[config.mk]
export PLATFORM = sky130hd
export DESIGN_NAME = modular_inverse
export DESIGN_NICKNAME = d
export VERILOG_FILES = /design/src/design/mi_pkg.sv /design/src/design/mi_cell.sv /design/src/design/modular_inverse.sv
export SDC_FILE = /design/constraint.sdc
export NUM_CORES = 1
export LEC_CHECK = 0
export BUFFER_PORTS_ARGS = -buffer_cell sky130_fd_sc_hd__buf_4
export CAP_MARGIN = 10
export CORE_MARGIN = 2
export CORE_UTILIZATION = 30
export CTS_CLUSTER_SIZE = 8
export DETAILED_ROUTE_END_ITERATION = 16
export GPL_TIMING_DRIVEN = 1
export PLACE_DENSITY = 0.5
export RECOVER_POWER = 100
export SLEW_MARGIN = 20
export SYNTH_ARGS = -nofsm -noshare
export SYNTH_HDL_FRONTEND = slang
export SYNTH_HIERARCHICAL = 1
export SYNTH_SLANG_ARGS = --single-unit
[constraint.sdc]
create_clock -name clk -period 33.6 [get_ports clk]
set_input_delay 1.68 -clock clk [delete_from_list [all_inputs] [get_ports clk]]
set_output_delay 1.68 -clock clk [all_outputs]
set_load 0.03 [all_outputs]
[src/design/mi_pkg.sv]
`timescale 1ns / 1ps
// Shared constants and types for the modular inverse block.
// No dependencies; used by mi_cell and modular_inverse.
package mi_pkg;

  localparam int WORD_BITS_DEF = 31;

  localparam logic [1:0] ST_FOUND = 2'd0;
  localparam logic [1:0] ST_NOINV = 2'd1;
  localparam logic [1:0] ST_MZERO = 2'd2;

  // per-cycle command broadcast to every bit slice
  typedef struct packed {
    logic load;
    logic step;
  } mi_ctl_t;

endpackage

[src/design/mi_cell.sv]
`timescale 1ns / 1ps
// One bit slice of the shift-subtract divider with quotient-times-coefficient
// accumulator. Depends on mi_pkg for the command struct.
module mi_cell (
  input  logic             clk,
  input  mi_pkg::mi_ctl_t  ctl,
  input  logic             ld_bit,
  input  logic             rem_in,
  input  logic             dvd_in,
  input  logic             acc_in,
  input  logic             dsr_bit,
  input  logic             u_bit,
  input  logic             borrow_in,
  output logic             borrow_out,
  input  logic             carry_in,
  output logic             carry_out,
  input  logic             ge,
  output logic             rem_q,
  output logic             dvd_q,
  output logic             acc_q
);

  logic rem_r, dvd_r, acc_r;
  logic diff, add_y, sum;

  // rem_in is the shifted partial remainder bit for this slice
  assign diff       = rem_in ^ dsr_bit ^ borrow_in;
  assign borrow_out = (~rem_in & dsr_bit) | (~(rem_in ^ dsr_bit) & borrow_in);

  assign add_y     = u_bit & ge;
  assign sum       = acc_in ^ add_y ^ carry_in;
  assign carry_out = (acc_in & add_y) | (carry_in & (acc_in ^ add_y));

  always_ff @(posedge clk) begin
    if (ctl.load) begin
      rem_r <= 1'b0;
      dvd_r <= ld_bit;
      acc_r <= 1'b0;
    end else if (ctl.step) begin
      rem_r <= ge ? diff : rem_in;
      dvd_r <= dvd_in;
      acc_r <= sum;
    end
  end

  assign rem_q = rem_r;
  assign dvd_q = dvd_r;
  assign acc_q = acc_r;

endmodule

[src/design/modular_inverse.sv]
`timescale 1ns / 1ps
// Modular inverse by extended Euclid; top level. Depends on mi_pkg, mi_cell.
// The initial reduction and each Euclid quotient step run on the bit-serial
// divider row (one quotient bit per cycle); a zero modulus skips the divider.
// One word at a time.
// Reset (rst_n, synchronous) returns to idle and drops any pending result.
module modular_inverse #(
  parameter int WORD_BITS = mi_pkg::WORD_BITS_DEF
) (
  input  logic                 clk,
  input  logic                 rst_n,
  input  logic                 in_valid,
  output logic                 in_stall,
  input  logic [WORD_BITS-1:0] in_value,
  input  logic [WORD_BITS-1:0] in_modulus,
  output logic                 out_valid,
  input  logic                 out_stall,
  output logic [WORD_BITS-1:0] out_inverse,
  output logic [WORD_BITS-1:0] out_common_divisor,
  output logic [1:0]           out_status
);

  localparam int CW = $clog2(WORD_BITS);
  localparam logic [CW-1:0] LAST = CW'(WORD_BITS - 1);

  typedef enum logic [6:0] {
    S_IDLE = 7'b0000001,
    S_RED  = 7'b0000010,
    S_RDN  = 7'b0000100,
    S_CHK  = 7'b0001000,
    S_DIV  = 7'b0010000,
    S_UPD  = 7'b0100000,
    S_FIN  = 7'b1000000
  } state_t;

  state_t state_r, state_nxt;
  logic [CW-1:0]        cnt_r, cnt_nxt;
  logic [WORD_BITS-1:0] m_r, r0_r, r1_r, u0_r, u1_r;
  logic                 neg0_r, neg1_r;
  logic                 out_valid_r;
  logic [WORD_BITS-1:0] out_inv_r, out_gcd_r;
  logic [1:0]           out_st_r;

  mi_pkg::mi_ctl_t      ctl;
  logic [WORD_BITS-1:0] ld_w, rem_w, dvd_w, acc_w, bor_w, car_w;
  logic [WORD_BITS-1:0] rem_in_w, dvd_in_w, acc_in_w, bin_w, cin_w;
  logic                 ge;
  logic                 accept, fin_go;
  logic [WORD_BITS-1:0] inv_t, inv_f;

  assign accept = in_valid && !in_stall;
  assign in_stall = (state_r != S_IDLE);
  assign fin_go = (state_r == S_FIN) && !(out_valid_r && out_stall);

  assign ctl = '{
    load: (accept && (in_modulus != '0)) || ((state_r == S_CHK) && (r1_r != '0)),
    step: (state_r == S_RED) || (state_r == S_DIV)
  };
  assign ld_w     = (state_r == S_IDLE) ? in_value : r0_r;

  // neighbor links: each slice takes the bit below it
  assign rem_in_w = {rem_w[WORD_BITS-2:0], dvd_w[WORD_BITS-1]};
  assign dvd_in_w = {dvd_w[WORD_BITS-2:0], 1'b0};
  assign acc_in_w = {acc_w[WORD_BITS-2:0], 1'b0};
  assign bin_w    = {bor_w[WORD_BITS-2:0], 1'b0};
  assign cin_w    = {car_w[WORD_BITS-2:0], 1'b0};
  // shifted remainder overflowed the top slice, or no final borrow
  assign ge = rem_w[WORD_BITS-1] | ~bor_w[WORD_BITS-1];

  for (genvar i = 0; i < WORD_BITS; i++) begin : g_cell
    mi_cell u_cell (
      .clk       (clk),
      .ctl       (ctl),
      .ld_bit    (ld_w[i]),
      .rem_in    (rem_in_w[i]),
      .dvd_in    (dvd_in_w[i]),
      .acc_in    (acc_in_w[i]),
      .dsr_bit   (r1_r[i]),
      .u_bit     (u1_r[i]),
      .borrow_in (bin_w[i]),
      .borrow_out(bor_w[i]),
      .carry_in  (cin_w[i]),
      .carry_out (car_w[i]),
      .ge        (ge),
      .rem_q     (rem_w[i]),
      .dvd_q     (dvd_w[i]),
      .acc_q     (acc_w[i])
    );
  end

  // coefficient magnitude never exceeds m, so u0 mod m is a single compare
  assign inv_t = (u0_r == m_r) ? '0 : u0_r;
  assign inv_f = (neg0_r && (inv_t != '0)) ? (m_r - inv_t) : inv_t;

  always_comb begin
    state_nxt = state_r;
    cnt_nxt   = cnt_r;
    unique case (state_r)
      S_IDLE: begin
        cnt_nxt = '0;
        if (accept) state_nxt = (in_modulus == '0) ? S_FIN : S_RED;
      end
      S_RED: begin
        cnt_nxt = cnt_r + 1'b1;
        if (cnt_r == LAST) state_nxt = S_RDN;
      end
      S_RDN: state_nxt = S_CHK;
      S_CHK: begin
        cnt_nxt   = '0;
        state_nxt = (r1_r == '0) ? S_FIN : S_DIV;
      end
      S_DIV: begin
        cnt_nxt = cnt_r + 1'b1;
        if (cnt_r == LAST) state_nxt = S_UPD;
      end
      S_UPD: state_nxt = S_CHK;
      S_FIN: if (fin_go) state_nxt = S_IDLE;
      default: state_nxt = S_IDLE;
    endcase
  end

  always_ff @(posedge clk) begin
    if (!rst_n) begin
      state_r     <= S_IDLE;
      cnt_r       <= '0;
      out_valid_r <= 1'b0;
    end else begin
      state_r <= state_nxt;
      cnt_r   <= cnt_nxt;
      if (fin_go)                      out_valid_r <= 1'b1;
      else if (out_valid_r && !out_stall) out_valid_r <= 1'b0;
    end
  end

  always_ff @(posedge clk) begin
    if (accept) begin
      m_r  <= in_modulus;
      r0_r <= in_value;
      r1_r <= in_modulus;
    end
    if (state_r == S_RDN) begin
      r0_r   <= m_r;
      r1_r   <= rem_w;
      u0_r   <= '0;
      u1_r   <= WORD_BITS'(1);
      neg0_r <= 1'b0;
      neg1_r <= 1'b0;
    end
    if (state_r == S_UPD) begin
      r0_r   <= r1_r;
      r1_r   <= rem_w;
      u0_r   <= u1_r;
      u1_r   <= u0_r + acc_w;
      neg0_r <= neg1_r;
      neg1_r <= ~neg1_r;
    end
    if (fin_go) begin
      out_gcd_r <= r0_r;
      if (m_r == '0) begin
        out_inv_r <= '0;
        out_st_r  <= mi_pkg::ST_MZERO;
      end else if (r0_r != WORD_BITS'(1)) begin
        out_inv_r <= '0;
        out_st_r  <= mi_pkg::ST_NOINV;
      end else begin
        out_inv_r <= inv_f;
        out_st_r  <= mi_pkg::ST_FOUND;
      end
    end
  end

  assign out_valid          = out_valid_r;
  assign out_inverse        = out_inv_r;
  assign out_common_divisor = out_gcd_r;
  assign out_status         = out_st_r;

  a_rem_below_dsr: assert property (@(posedge clk) disable iff (!rst_n)
    (state_r == S_DIV) |-> (rem_w < r1_r))
    else $error("partial remainder not below divisor");

  a_found_gcd_one: assert property (@(posedge clk) disable iff (!rst_n)
    (out_valid && (out_status == mi_pkg::ST_FOUND)) |-> (out_common_divisor == WORD_BITS'(1)))
    else $error("inverse reported with gcd other than one");

  a_noinv_zero: assert property (@(posedge clk) disable iff (!rst_n)
    (out_valid && (out_status != mi_pkg::ST_FOUND)) |-> (out_inverse == '0))
    else $error("nonzero inverse without an inverse");

  a_fin_load: assert property (@(posedge clk) disable iff (!rst_n)
    fin_go |=> out_valid_r && (state_r == S_IDLE))
    else $error("result not posted after finish");

endmodule
* After elaboration in Yosys (flattened, before gate mapping)
Index checks and enable logic that the tools add are counted.
** Word-level totals
- Latch bits :: 0
- Flip-flop bits (word level) :: 327
- Logic and storage cells :: 663
- Output and inout bits :: 66
- Memories :: 0
- ROM bits :: 0
- Bits in writable memories :: 0
** Operators by class
- Eq/ne operators :: 15
- Multipliers :: 0
- Reduce and logical (&&, ||, !) cells :: 28
- Bitwise gates (word level) :: 391
- $add $sub $neg :: 3
- Shift-type cells :: 0
- Magnitude comparators :: 0
- Muxes and demuxes :: 120
- Divide/modulo/power cells :: 0
** Operators with widths (number)
- $mux 31 :: 13
- $and 1x1->1 :: 149
- $xor 1x1->1 :: 120
- $mux 1 :: 99
- $logic_not 31->1 :: 3
- $reduce_bool 31->1 :: 3
- $not 1->1 :: 63
- $or 1x1->1 :: 59
- $mux 7 :: 6
- $pmux 7 s6 :: 1
- $add 31x31->31 :: 1
- $eq 31x31->1 :: 1
- $ne 31x1->1 const B :: 1
- $sub 31x31->31 :: 1
- $pmux 5 s2 :: 1
- $reduce_bool 2->1 :: 4
- $reduce_or 2->1 :: 4
- $eq 7x1->1 const B :: 1
- $eq 7x2->1 const B :: 1
- $eq 7x3->1 const B :: 1
- $eq 7x4->1 const B :: 1
- $eq 7x5->1 const B :: 1
- $eq 7x6->1 const B :: 1
- $eq 7x7->1 const B :: 1
- 10 further kinds :: 21

* Logic depth before layout (Yosys ltp)
Gate-level depths: netlist of the first run.
- Depth in word-level cells :: 123
- Depth in mapped cells :: 187
- Depth with buffers taken out :: 187

* Modules after synthesis
Netlist of the first run, hierarchy kept.
** By module, submodules not included
- modular_inverse :: cells each 1293, instances 1, sequential area each 6896.6 um^2, area an instance 13560.5 um^2
- mi_cell :: cells each 19, instances 31, sequential area each 70.1 um^2, area an instance 191.4 um^2

* Worst setup path after synthesis of the first run
No wires, ideal clock.
- Kind :: reg2reg
- Start :: register r1_r[0]
- End :: register g_cell[30].u_cell.acc_r
- Stages on the path, launching flop included :: 185
- Arrival time :: 23.309 ns
- Data required time :: 33.319 ns
- Path slack :: 10.010 ns
- Period minus slack after synthesis :: 23.590 ns
- Cell sequence :: edfxtp_1 -> inv_1 -> fa_1 -> inv_1 -> inv_1 -> fa_1 -> inv_1 -> inv_1 -> fa_1 -> inv_1 -> inv_1 -> fa_1 -> inv_1 -> inv_1 -> fa_1 -> inv_1 -> inv_1 -> fa_1 -> [149 not listed] -> inv_1 -> fa_1 -> inv_1 -> inv_1 -> fa_1 -> inv_1 -> inv_1 -> fa_1 -> inv_1 -> inv_1 -> fa_1 -> inv_1 -> inv_1 -> fa_1 -> inv_1 -> inv_1 -> fa_1 -> a211oi_1
** Between the ends
- Longest elaborated chain between the ends :: 122
- Elaborated cells between the ends (all ways) :: 211
** Ends and longest elaborated chain
- from (decl) :: line modular_inverse.sv:38 : logic [WORD_BITS-1:0] m_r, r0_r, r1_r, u0_r, u1_r;
- from (signal assigned) :: line modular_inverse.sv:139 : r1_r <= in_modulus;
- from (signal assigned) :: line modular_inverse.sv:143 : r1_r <= rem_w;
- from (signal assigned) :: line modular_inverse.sv:151 : r1_r <= rem_w;
- $and 1x1->1 :: line mi_cell.sv:28 : assign borrow_out = (~rem_in & dsr_bit) | (~(rem_in ^ dsr_bit) & borrow_in);
- net bin_w[1] :: line modular_inverse.sv:46 : logic [WORD_BITS-1:0] rem_in_w, dvd_in_w, acc_in_w, bin_w, cin_w;
- $and 1x1->1 :: line mi_cell.sv:28
- $or 1x1->1 :: line mi_cell.sv:28
- net bin_w[2] :: line modular_inverse.sv:46
- $and 1x1->1 :: line mi_cell.sv:28
- $or 1x1->1 :: line mi_cell.sv:28
- net bin_w[3] :: line modular_inverse.sv:46
- [2 not listed]
- net bin_w[4] :: line modular_inverse.sv:46
- [2 not listed]
- net bin_w[5] :: line modular_inverse.sv:46
- [2 not listed]
- net bin_w[6] :: line modular_inverse.sv:46
- [2 not listed]
- net bin_w[7] :: line modular_inverse.sv:46
- [2 not listed]
- net bin_w[8] :: line modular_inverse.sv:46
- [2 not listed]
- net bin_w[9] :: line modular_inverse.sv:46
- [2 not listed]
- net bin_w[10] :: line modular_inverse.sv:46
- [2 not listed]
- net bin_w[11] :: line modular_inverse.sv:46
- [2 not listed]
- net bin_w[12] :: line modular_inverse.sv:46
- [2 not listed]
- net bin_w[13] :: line modular_inverse.sv:46
- [2 not listed]
- net bin_w[14] :: line modular_inverse.sv:46
- [2 not listed]
- net bin_w[15] :: line modular_inverse.sv:46
- [2 not listed]
- net bin_w[16] :: line modular_inverse.sv:46
- [2 not listed]
- net bin_w[17] :: line modular_inverse.sv:46
- [2 not listed]
- net bin_w[18] :: line modular_inverse.sv:46
- [2 not listed]
- net bin_w[19] :: line modular_inverse.sv:46
- [2 not listed]
- net bin_w[20] :: line modular_inverse.sv:46
- [2 not listed]
- net bin_w[21] :: line modular_inverse.sv:46
- [2 not listed]
- net bin_w[22] :: line modular_inverse.sv:46
- [2 not listed]
- net bin_w[23] :: line modular_inverse.sv:46
- [2 not listed]
- net bin_w[24] :: line modular_inverse.sv:46
- [2 not listed]
- net bin_w[25] :: line modular_inverse.sv:46
- [2 not listed]
- net bin_w[26] :: line modular_inverse.sv:46
- [2 not listed]
- net bin_w[27] :: line modular_inverse.sv:46
- [2 not listed]
- net bin_w[28] :: line modular_inverse.sv:46
- [2 not listed]
- net bin_w[29] :: line modular_inverse.sv:46
- [2 not listed]
- net bin_w[30] :: line modular_inverse.sv:46
- [2 not listed]
- net bor_w[30] :: line modular_inverse.sv:45 : logic [WORD_BITS-1:0] ld_w, rem_w, dvd_w, acc_w, bor_w, car_w;
- [2 not listed]
- net ge :: line modular_inverse.sv:47 : logic ge;
- [2 not listed]
- net car_w[1] :: line modular_inverse.sv:45
- [2 not listed]
- net car_w[2] :: line modular_inverse.sv:45
- [2 not listed]
- net car_w[3] :: line modular_inverse.sv:45
- [2 not listed]
- net car_w[4] :: line modular_inverse.sv:45
- [2 not listed]
- net car_w[5] :: line modular_inverse.sv:45
- [2 not listed]
- net car_w[6] :: line modular_inverse.sv:45
- [2 not listed]
- net car_w[7] :: line modular_inverse.sv:45
- [2 not listed]
- net car_w[8] :: line modular_inverse.sv:45
- [2 not listed]
- net car_w[9] :: line modular_inverse.sv:45
- [2 not listed]
- net car_w[10] :: line modular_inverse.sv:45
- [2 not listed]
- net car_w[11] :: line modular_inverse.sv:45
- [2 not listed]
- net car_w[12] :: line modular_inverse.sv:45
- [2 not listed]
- net car_w[13] :: line modular_inverse.sv:45
- [2 not listed]
- net car_w[14] :: line modular_inverse.sv:45
- [2 not listed]
- net car_w[15] :: line modular_inverse.sv:45
- [2 not listed]
- net car_w[16] :: line modular_inverse.sv:45
- [2 not listed]
- net car_w[17] :: line modular_inverse.sv:45
- [2 not listed]
- net car_w[18] :: line modular_inverse.sv:45
- [2 not listed]
- net car_w[19] :: line modular_inverse.sv:45
- [2 not listed]
- net car_w[20] :: line modular_inverse.sv:45
- [2 not listed]
- net car_w[21] :: line modular_inverse.sv:45
- [2 not listed]
- net car_w[22] :: line modular_inverse.sv:45
- [2 not listed]
- net car_w[23] :: line modular_inverse.sv:45
- [2 not listed]
- net car_w[24] :: line modular_inverse.sv:45
- [2 not listed]
- net car_w[25] :: line modular_inverse.sv:45
- [2 not listed]
- net car_w[26] :: line modular_inverse.sv:45
- [2 not listed]
- net car_w[27] :: line modular_inverse.sv:45
- $and 1x1->1 :: line mi_cell.sv:32 : assign carry_out = (acc_in & add_y) | (carry_in & (acc_in ^ add_y));
- $or 1x1->1 :: line mi_cell.sv:32
- net car_w[28] :: line modular_inverse.sv:45
- $and 1x1->1 :: line mi_cell.sv:32
- $or 1x1->1 :: line mi_cell.sv:32
- net car_w[29] :: line modular_inverse.sv:45
- $xor 1x1->1 :: line mi_cell.sv:31 : assign sum = acc_in ^ add_y ^ carry_in;
- to (signal assigned) :: line mi_cell.sv:42 : acc_r <= sum;
- to (decl) :: line mi_cell.sv:23 : logic rem_r, dvd_r, acc_r;
The timed path passes the listed nets, and every way through them passes these cells.
A chain may end at the register's enable or synchronous reset.

* Worst setup path after layout of the first run
Same ends and word-level chain as after synthesis.

==> flow_summary_export.csv, run 1 <==
group,metric,value,unit
power,swShare,30.0,%
finish,drive_above_1_share,10.7,%
power,p_per_area,53.1,nW/µm²
floorplanning,chipHeight,259,µm
finish,nFillCells,6477,
critical_path,cpMostUsedCell,"inv_1",
detailed_routing,drc,0,
cts,cts_resized,0,
detailed_routing,antenna_left,0,
outcome,status,"finished with violations",
power,p_sw,356,µW
sta,fin_tns_setup,0,ns
power,ir_worst_vdd,34.9,µV
detailed_routing,top_layer_used,"met4",
place,gp_congestion,0.855,
critical_path,required,34.05,ns
critical_path,rr_startpoint,"r1_r[0]",
detailed_routing,vias,14600,
cts,cts_tree,"yes",
yosys,avgSynthCellArea,10.4,µm²
global_route,grt.overflow.total,0,
global_route,track_usage,17.7,%
sta,min_period_over_period,72.5,%
cts,cts_hold_buf,0,
sta,relSlewSlack,-161,%
floorplanning,ioPinCount,132,
detailed_routing,wirelength_met1,28700,µm
cts,cts_setup_buffers,0,
job,cap_viol_max_count,13,
floorplanning,dieArea,67000,µm²
cts,cts_buffer_depth,3,
cts,cts_inserted_buffers,47,
critical_path,critPathKind,"reg2reg",
finish,seq_area,9070,µm²
global_route,grt_pass1_vias,14300,
sta,fmax,0.0410,GHz
hold_path,hold_depth,0,
cts,cts_sinks,327,
finish,multiInputGateArea,9350,µm²
critical_path,slowest_stage,"nand2b_1",
global_route,antenna_found_initial,1,
outcome,failed_checks,"max-capacitance violations, max-slew violations",
detailed_routing,dr.pass1.iters,6,
critical_path,crit_start,"r1_r[0]",
yosys,netlist_instances,1881,
yosys,yosysWarningCount,6,
sta,rsz0062_at_grt,"no",
place,dp_hpwl,43200,µm
hold_path,holdCritPathClass,"reg2reg",
yosys,syn_area,19500,µm²
place,io_buffer_count,131,
floorplanning,die_w,259,µm
sta,drv_slew,587,
sta,worst-slew-pin-transition,3.91,ns
critical_path,end_kind,"flop",
sta,setup_violations,0,
finish,fin_nets,2228,
power,power.leakage,8.39,nW
critical_path,critPathMaxFanout,28,
floorplanning,row_count,93,
cts,cts-root-buf,"clkbuf_16",
detailed_routing,first_iter_violations,1087,
critical_path,worstSetupStartpointType,"flop",
power,p_comb_share,18.2,%
detailed_routing,via_per_inst,4.98,
detailed_routing,totalWireLength,59200,µm
sta,finalHoldViolCount,0,
finish,diodes,0,
floorplanning,start_util,30.3,%
detailed_routing,wire_per_inst,20.2,µm
finish,utilization,34.8,%
cts,htree_levels,2,
hold_path,hp-start,"r0_r[3]",
power,pwr-share-clk,38.5,%
critical_path,worstRegToRegCells,184,
cts,insertion_delay,0.62,ns
critical_path,r2r-end,"g_cell[30].u_cell/acc_q",
power,intPower,833,µW
sta,fin_skew,0.0490,ns
detailed_routing,dr_wl_met3,3200,µm
detailed_routing,met2_length,25900,µm
critical_path,arrival,24.82,ns
critical_path,slowest_delay,0.89,ns
power,p_seq_share,43.2,%
sta,layout_min_cycle_time,24.37,ns
global_route,grt_pass1_wl,90100,µm
critical_path,r2r_slack,9.23,ns
floorplanning,fp.coreArea,64300,µm²
hold_path,holdPathEnd,"out_common_divisor[3]",
cts,clkTransAtPathRegs,0.06,ns
finish,synthToLayoutAreaGrowth,15.0,%
global_route,grt_max_degree,92,
## worst max-delay path: cells and delay by family, from the launching register on
kind | cells | cell delay, ns
AOI/OAI and AO/OA | 1 | 0.22
adders and majority gates | 61 | 16.36
buffers and inverters | 120 | 6.16
DFF | 1 | 0.41
and+or+nand+nor | 2 | 1.06
## metrics by stage
step / cells / power [mW] / worst slack [ns] / hold slack (ns) / cell area [µm²]
after global routing: 2927 / 1.25 / 6.96 / 0.498 / 22400
final: 2927 / 1.19 / 9.23 / 0.480 / 22400
after global placement: 2838 / 0.735 / 10.16 / 0.463 / 21500
after floorplan: 1884 / 0.671 / 10.01 / 0.438 / 19500
after detailed placement: 2838 / 0.739 / 9.96 / 0.464 / 21500
after CTS: 2925 / 1.20 / 9.79 / 0.480 / 22900
## registers in the layout, summed over array words and instances, names as in the netlist, 5 cells and up
name / flops
u1_r: 31
u0_r: 31
g_cell.u_cell/acc_q: 31
state_r: 7
r1_r: 31
out_inverse: 31
m_r: 31
g_cell.u_cell/dvd_q: 31
r0_r: 31
cnt_r: 5
g_cell.u_cell/rem_q: 31
out_common_divisor: 31
## worst max path at each step
stage | to | slack, ns | cells after the start
2_1_floorplan | g_cell[30].u_cell/acc_q | 10.01 | 184
3_3_place_gp | g_cell[30].u_cell/acc_q | 10.16 | 184
3_5_place_dp | g_cell[30].u_cell/acc_q | 9.96 | 184
4_1_cts | g_cell[30].u_cell/acc_q | 9.79 | 184
5_1_grt | g_cell[30].u_cell/acc_q | 6.96 | 184
6_report | g_cell[30].u_cell/acc_q | 9.23 | 184
## metal layers
layer | vias up | GRT usage (%)
met5 | - | 0
met4 | 0 | 4.72
met3 | 75 | 3.00
met2 | 404 | 26.9
met1 | 7144 | 25.8
li1 | 6941 | -
## cell usage in the layout (no fill, tap or decap), drive strengths merged, types with 10 or more instances in the layout
cell type	count
clkbuf	193
ha	64
nor2	154
mux2i	68
nor4	40
a211oi	76
mux2	62
a21o	23
buf	38
o21bai	10
fa	64
nand4	25
xnor2	44
or2	35
a21oi	88
and2	40
dfxtp	75
nand3	28
xor2	26
o21ai	81
nand2	239
and3	12
edfxtp	252
nor3	15
inv	212
## power by group through the flow
stage          clock network, mW  registers, mW  logic (mW)
5_1_grt                    0.486          0.518       0.246
6_report                   0.458          0.514       0.217
3_5_place_dp                   0          0.521       0.218
4_1_cts                    0.470          0.513       0.220
2_1_floorplan                  0          0.503       0.168
3_3_place_gp                   0          0.521       0.214
## area by class of cell
cell class | count | area share, %
flip-flops and latches | 327 | 40.5
well taps | 855 | 4.77
inverters | 212 | 3.56
clock inverters | 4 | 0.435
clock buffers | 83 | 5.90
multi-input cells | 1298 | 41.7
repair buffers | 148 | 3.17
(Power assumes the default switching activity.)
==> inputs of run 2 (changes only) <==
- clock period: 33.6 -> 24.2 ns (I/O delays scaled with it)
==> run 2 against run 1 <==
  * The run still ends with max-capacitance violations, max-slew violations left
  * Critical path type unchanged
  * Largest cell class unchanged
  * Register-to-register slack worse by 7.6 ns
  * Highest routed layer unchanged
  * Critical endpoint unchanged
  * Clock-buffer cell count down 4
  * Clock power up 35%
  * Critical path depth unchanged
==> flow_summary_export.csv, run 2 (synthesis results as in run 1) <==
group,metric,value,unit
outcome,status,"finished with violations",
outcome,failed_checks,"max-capacitance violations, max-slew violations",
finish,seq_area,9070,µm²
sta,worst-slew-pin-transition,4.03,ns
sta,setup_violations,0,
detailed_routing,dr.pass1.iters,6,
finish,multiInputGateArea,9480,µm²
critical_path,rr_startpoint,"r1_r[0]",
power,power.leakage,8.35,nW
detailed_routing,antenna_left,0,
cts,cts_tree,"yes",
finish,stdcell_area,22500,µm²
cts,clkTransAtPathRegs,0.06,ns
cts,cts_buffer_depth,3,
critical_path,worstSetupStartpointType,"flop",
place,io_buffer_count,131,
finish,diodes,0,
floorplanning,fp.coreArea,64300,µm²
finish,layout_common_cells,"edfxtp_1 (252), nand2_1 (238), inv_1 (177)",
hold_path,hold_depth,0,
finish,nFillCells,6556,
sta,holdWs,0.487,ns
critical_path,path_buf_inv,120,
floorplanning,chipHeight,259,µm
detailed_routing,totalWireLength,59200,µm
sta,relSlewSlack,-169,%
critical_path,slowest_delay,0.55,ns
power,p_per_area,72.7,nW/µm²
hold_path,holdCritPathClass,"reg2reg",
sta,fin_skew,0.0488,ns
global_route,grt_max_degree,92,
critical_path,worstRegToRegCells,184,
detailed_routing,drc,0,
cts,cts_sinks,327,
floorplanning,row_count,93,
place,dpl_cell_area,21500,µm²
floorplanning,die_w,259,µm
critical_path,critPathKind,"reg2reg",
cts,insertion_delay,0.61,ns
hold_path,hp-start,"r0_r[3]",
finish,fin_nets,2229,
cts,cts_inserted_buffers,46,
finish,final_common_cell,"edfxtp_1",
critical_path,slowest_stage,"fa_1",
global_route,grt.overflow.total,0,
cts,cts-root-buf,"clkbuf_16",
finish,synthToLayoutAreaGrowth,15.5,%
sta,drv_slew,455,
floorplanning,start_util,30.3,%
global_route,antenna_found_initial,0,
floorplanning,ioPinCount,132,
sta,fin_tns_setup,0,ns
detailed_routing,vias,14500,
hold_path,holdPathEnd,"out_common_divisor[3]",
sta,finalHoldViolCount,0,
job,cap_viol_max_count,11,
critical_path,cpMostUsedCell,"inv_1",
sta,fmax,0.0444,GHz
critical_path,path_delay_family,"adder cells",
critical_path,arrival,22.95,ns
sta,min_period_over_period,93.1,%
global_route,grt_pass1_wl,90200,µm
detailed_routing,first_iter_violations,1042,
place,post-place-ws,0.916,ns
finish,drive_above_1_share,14.5,%
sta,layout_min_cycle_time,22.52,ns
cts,cts_hold_buf,0,
floorplanning,dieArea,67000,µm²
cts,htree_levels,2,
critical_path,end_kind,"flop",
detailed_routing,via_per_inst,4.95,
critical_path,critPathMaxFanout,3,
power,ir_worst_vdd,47.0,µV
critical_path,r2r-end,"g_cell[30].u_cell/acc_q",
critical_path,required,24.62,ns
global_route,grt_pass1_vias,14400,
critical_path,r2r_slack,1.68,ns
detailed_routing,wire_per_inst,20.2,µm
place,dp_hpwl,43400,µm
global_route,track_usage,17.6,%
sta,rsz0062_at_grt,"no",
sta,worst_slack,1.68,ns
place,gp_congestion,0.853,
-- run 2: power breakdown --
group	internal, mW	total (mW)	switching [mW]	leakage, nW
Sequential	0.663	0.715	0.0521	3.03
Clock	0.359	0.618	0.259	0.640
Combinational	0.123	0.305	0.182	4.68
Total	1.14	1.64	0.493	8.35
-- run 2: cell type report --
| class | instances | share of cell area, % |
|---|---|---|
| multi-input cells | 1298 | 42.1 |
| flip-flops and latches | 327 | 40.3 |
| inverters | 212 | 3.55 |
| well taps | 855 | 4.75 |
| repair buffers | 150 | 3.22 |
| clock buffers | 79 | 5.66 |
| clock inverters | 3 | 0.400 |
-- run 2: worst register-to-register path: cells and delay by family, from the launching register on --
| kind | cells | cell delay, ns |
|---|---|---|
| simple gates | 2 | 0.13 |
| compound gates | 1 | 0.06 |
| buf+inv | 120 | 5.91 |
| flops | 1 | 0.42 |
| fa+ha+maj | 61 | 15.82 |
-- run 2: worst max path at each step --
stage / startpoint / endpoint / cells past startpoint
floorplan: r1_r[0] / g_cell[30].u_cell/acc_q / 184
global placement: r1_r[0] / g_cell[30].u_cell/acc_q / 184
detailed placement: r1_r[0] / g_cell[30].u_cell/acc_q / 184
CTS: g_cell[30].u_cell/dvd_q / g_cell[30].u_cell/acc_q / 181
global route: r1_r[0] / g_cell[30].u_cell/acc_q / 184
finish: r1_r[0] / g_cell[30].u_cell/acc_q / 184
-- run 2: per-stage QoR --
stage               power [mW]  instances  util [%]
global route              1.72       2924      35.0
global placement          1.02       2839      33.5
floorplan                0.931       1884         -
CTS                       1.65       2921      35.6
detailed placement        1.03       2839      33.5
finish                    1.64       2924      35.0
-- run 2: per-layer routing --
| layer | GRT usage [%] | share of wire [%] | up-vias |
|---|---|---|---|
| met5 | 0 | 0 | - |
| met4 | 4.91 | 2.6 | 0 |
| met3 | 2.62 | 5.1 | 75 |
| met2 | 26.8 | 43 | 372 |
| met1 | 26.0 | 49 | 7102 |
| li1 | - | - | 6939 |
-- run 2: what timing repair did --
| action | 4_1_cts | 5_1_grt |
|---|---|---|
| resized for setup | 0 | 74 |
| buffers inserted | 0 | 2 |
| endpoints found under the setup margin | 0 | 4 |
==> inputs of run 3 (changes only) <==
- CORE_MARGIN: 2 -> 8
==> run 3 against run 2 <==
  * The flow still finishes with violations (max-capacitance violations, max-slew violations)
  * Die area rose by 9.5%
  * Global-route usage fell by 1.8 points
  * First-iteration DRC count fell by 12%
  * Critical endpoint unchanged
  * Clock power rose by 1%
  * Design area rose by 0.26%
  * Sequential power barely moved
  * Power rose by 0.58%
  * Sequential cell count did not move
  * Routed wire length barely moved
  * Cell count barely moved
  * Clock skew fell by 0.011 ns
  * Sequential share of layout area fell by 0.10 points
==> flow_summary_export.csv, run 3 (synthesis results as in run 1) <==
group,metric,value,unit
outcome,status,"finished with violations",
outcome,failed_checks,"max-capacitance violations, max-slew violations",
sta,finalHoldViolCount,0,
place,dp_hpwl,43400,µm
detailed_routing,antenna_left,0,
power,ir_worst_vdd,37.3,µV
floorplanning,die_w,271,µm
place,dpl_cell_area,21500,µm²
detailed_routing,totalWireLength,59200,µm
global_route,met1_usage,22.7,%
critical_path,critPathMaxFanout,3,
cts,clkTransAtPathRegs,0.05,ns
global_route,grt_pass1_wl,91000,µm
hold_path,holdCritPathClass,"reg2reg",
floorplanning,chipHeight,271,µm
sta,drv_slew,511,
floorplanning,row_count,93,
finish,final_common_cell,"edfxtp_1",
floorplanning,start_util,30.3,%
sta,fmax,0.0446,GHz
place,io_buffer_count,131,
global_route,met2_usage,24.0,%
global_route,grt.overflow.total,0,
sta,worst_slack,1.80,ns
detailed_routing,drc,0,
cts,insertion_delay,0.59,ns
floorplanning,dieArea,73400,µm²
cts,cts_hold_buf,0,
sta,fin_skew,0.0376,ns
power,p_total,1.65,mW
global_route,grt_pass1_vias,14500,
power,p_per_area,73.0,nW/µm²
detailed_routing,vias,14500,
finish,synthToLayoutAreaGrowth,15.8,%
sta,relSlewSlack,-178,%
finish,layout_common_cells,"edfxtp_1 (252), nand2_1 (237), inv_1 (186)",
global_route,track_usage,15.8,%
finish,stdcell_area,22600,µm²
detailed_routing,via_per_inst,4.95,
finish,drive_above_1_share,14.7,%
sta,worst-slew-pin-transition,4.17,ns
cts,cts_sinks,327,
floorplanning,fp.coreArea,64300,µm²
finish,fin_nets,2228,
sta,setup_violations,0,
power,power.leakage,8.41,nW
floorplanning,ioPinCount,132,
cts,cts-root-buf,"clkbuf_16",
critical_path,arrival,22.81,ns
cts,htree_levels,2,
place,post-place-ws,0.899,ns
critical_path,slowest_stage,"fa_1",
cts,cts_tree,"yes",
critical_path,slowest_delay,0.54,ns
critical_path,worstSetupStartpointType,"flop",
detailed_routing,dr.pass1.iters,6,
detailed_routing,wire_per_inst,20.2,µm
place,gp_congestion,0.891,
cts,cts_inserted_buffers,47,
global_route,antenna_found_initial,1,
finish,nFillCells,6554,
detailed_routing,first_iter_violations,917,
critical_path,cpMostUsedCell,"inv_1",
sta,min_period_over_period,92.6,%
global_route,grt_max_degree,108,
critical_path,end_kind,"flop",
finish,diodes,0,
global_route,top_usage_layer,"met2",
job,cap_viol_max_count,11,
global_route,met3_usage,2.64,%
critical_path,required,24.61,ns
critical_path,critPathKind,"reg2reg",
sta,layout_min_cycle_time,22.40,ns
cts,cts_buffer_depth,3,
run 3: layout make-up:
cell class	instances	area (µm²)	share of cell area (%)
clock buffers	82	1340	5.93
clock inverters	3	53.8	0.238
inverters	212	801	3.55
multi-input cells	1298	9520	42.2
flip-flops and latches	327	9070	40.2
well taps	855	1070	4.74
repair buffers	148	717	3.18
run 3: critical path, delay by kind of cell, from the launching register on:
| kind | cells | cell delay [ns] |
|---|---|---|
| AOI/OAI and AO/OA | 1 | 0.06 |
| buffers and inverters | 120 | 6.11 |
| DFF | 1 | 0.42 |
| and+or+nand+nor | 2 | 0.14 |
| adders and majority gates | 61 | 15.53 |
run 3: timing repair:
action | 4_1_cts | 5_1_grt
setup buffers | 0 | 1
resized for setup | 0 | 74
endpoints found under the setup margin | 0 | 5
run 3: power by group:
part           total [mW]  leakage [nW]  internal (mW)  switching, mW
logic               0.305          4.72          0.125          0.180
registers           0.714          3.03          0.662         0.0516
clock network       0.627         0.656          0.373          0.254
total                1.65          8.41           1.16          0.486
run 3: path summary, 6_finish.rpt:
check                           startpoint                       to  slack (ns)  depth (start not counted)
worst max-delay path               r1_r[0]  g_cell[30].u_cell/acc_q        1.80                        184
worst max register to register     r1_r[0]  g_cell[30].u_cell/acc_q        1.80                        184
worst min register to register    cnt_r[4]                 cnt_r[4]        0.48                          1
worst min-delay path              cnt_r[4]                 cnt_r[4]        0.48                          1
run 3: per-stage QoR:
step           hold slack [ns]  std cells  utilization, %   TNS, ns
5_1_grt                  0.498       2925            35.1  -0.00107
3_5_place_dp             0.474       2839            33.5         0
2_1_floorplan            0.438       1884               -         0
4_1_cts                  0.487       2924            35.6         0
3_3_place_gp             0.458       2839            33.5         0
6_report                 0.485       2925            35.1         0
run 3: per-layer routing:
layer,vias to the layer above,routed length (µm)
met5,-,13
met4,2,1660
met3,88,3020
met2,367,25700
met1,7072,28800
li1,6951,-
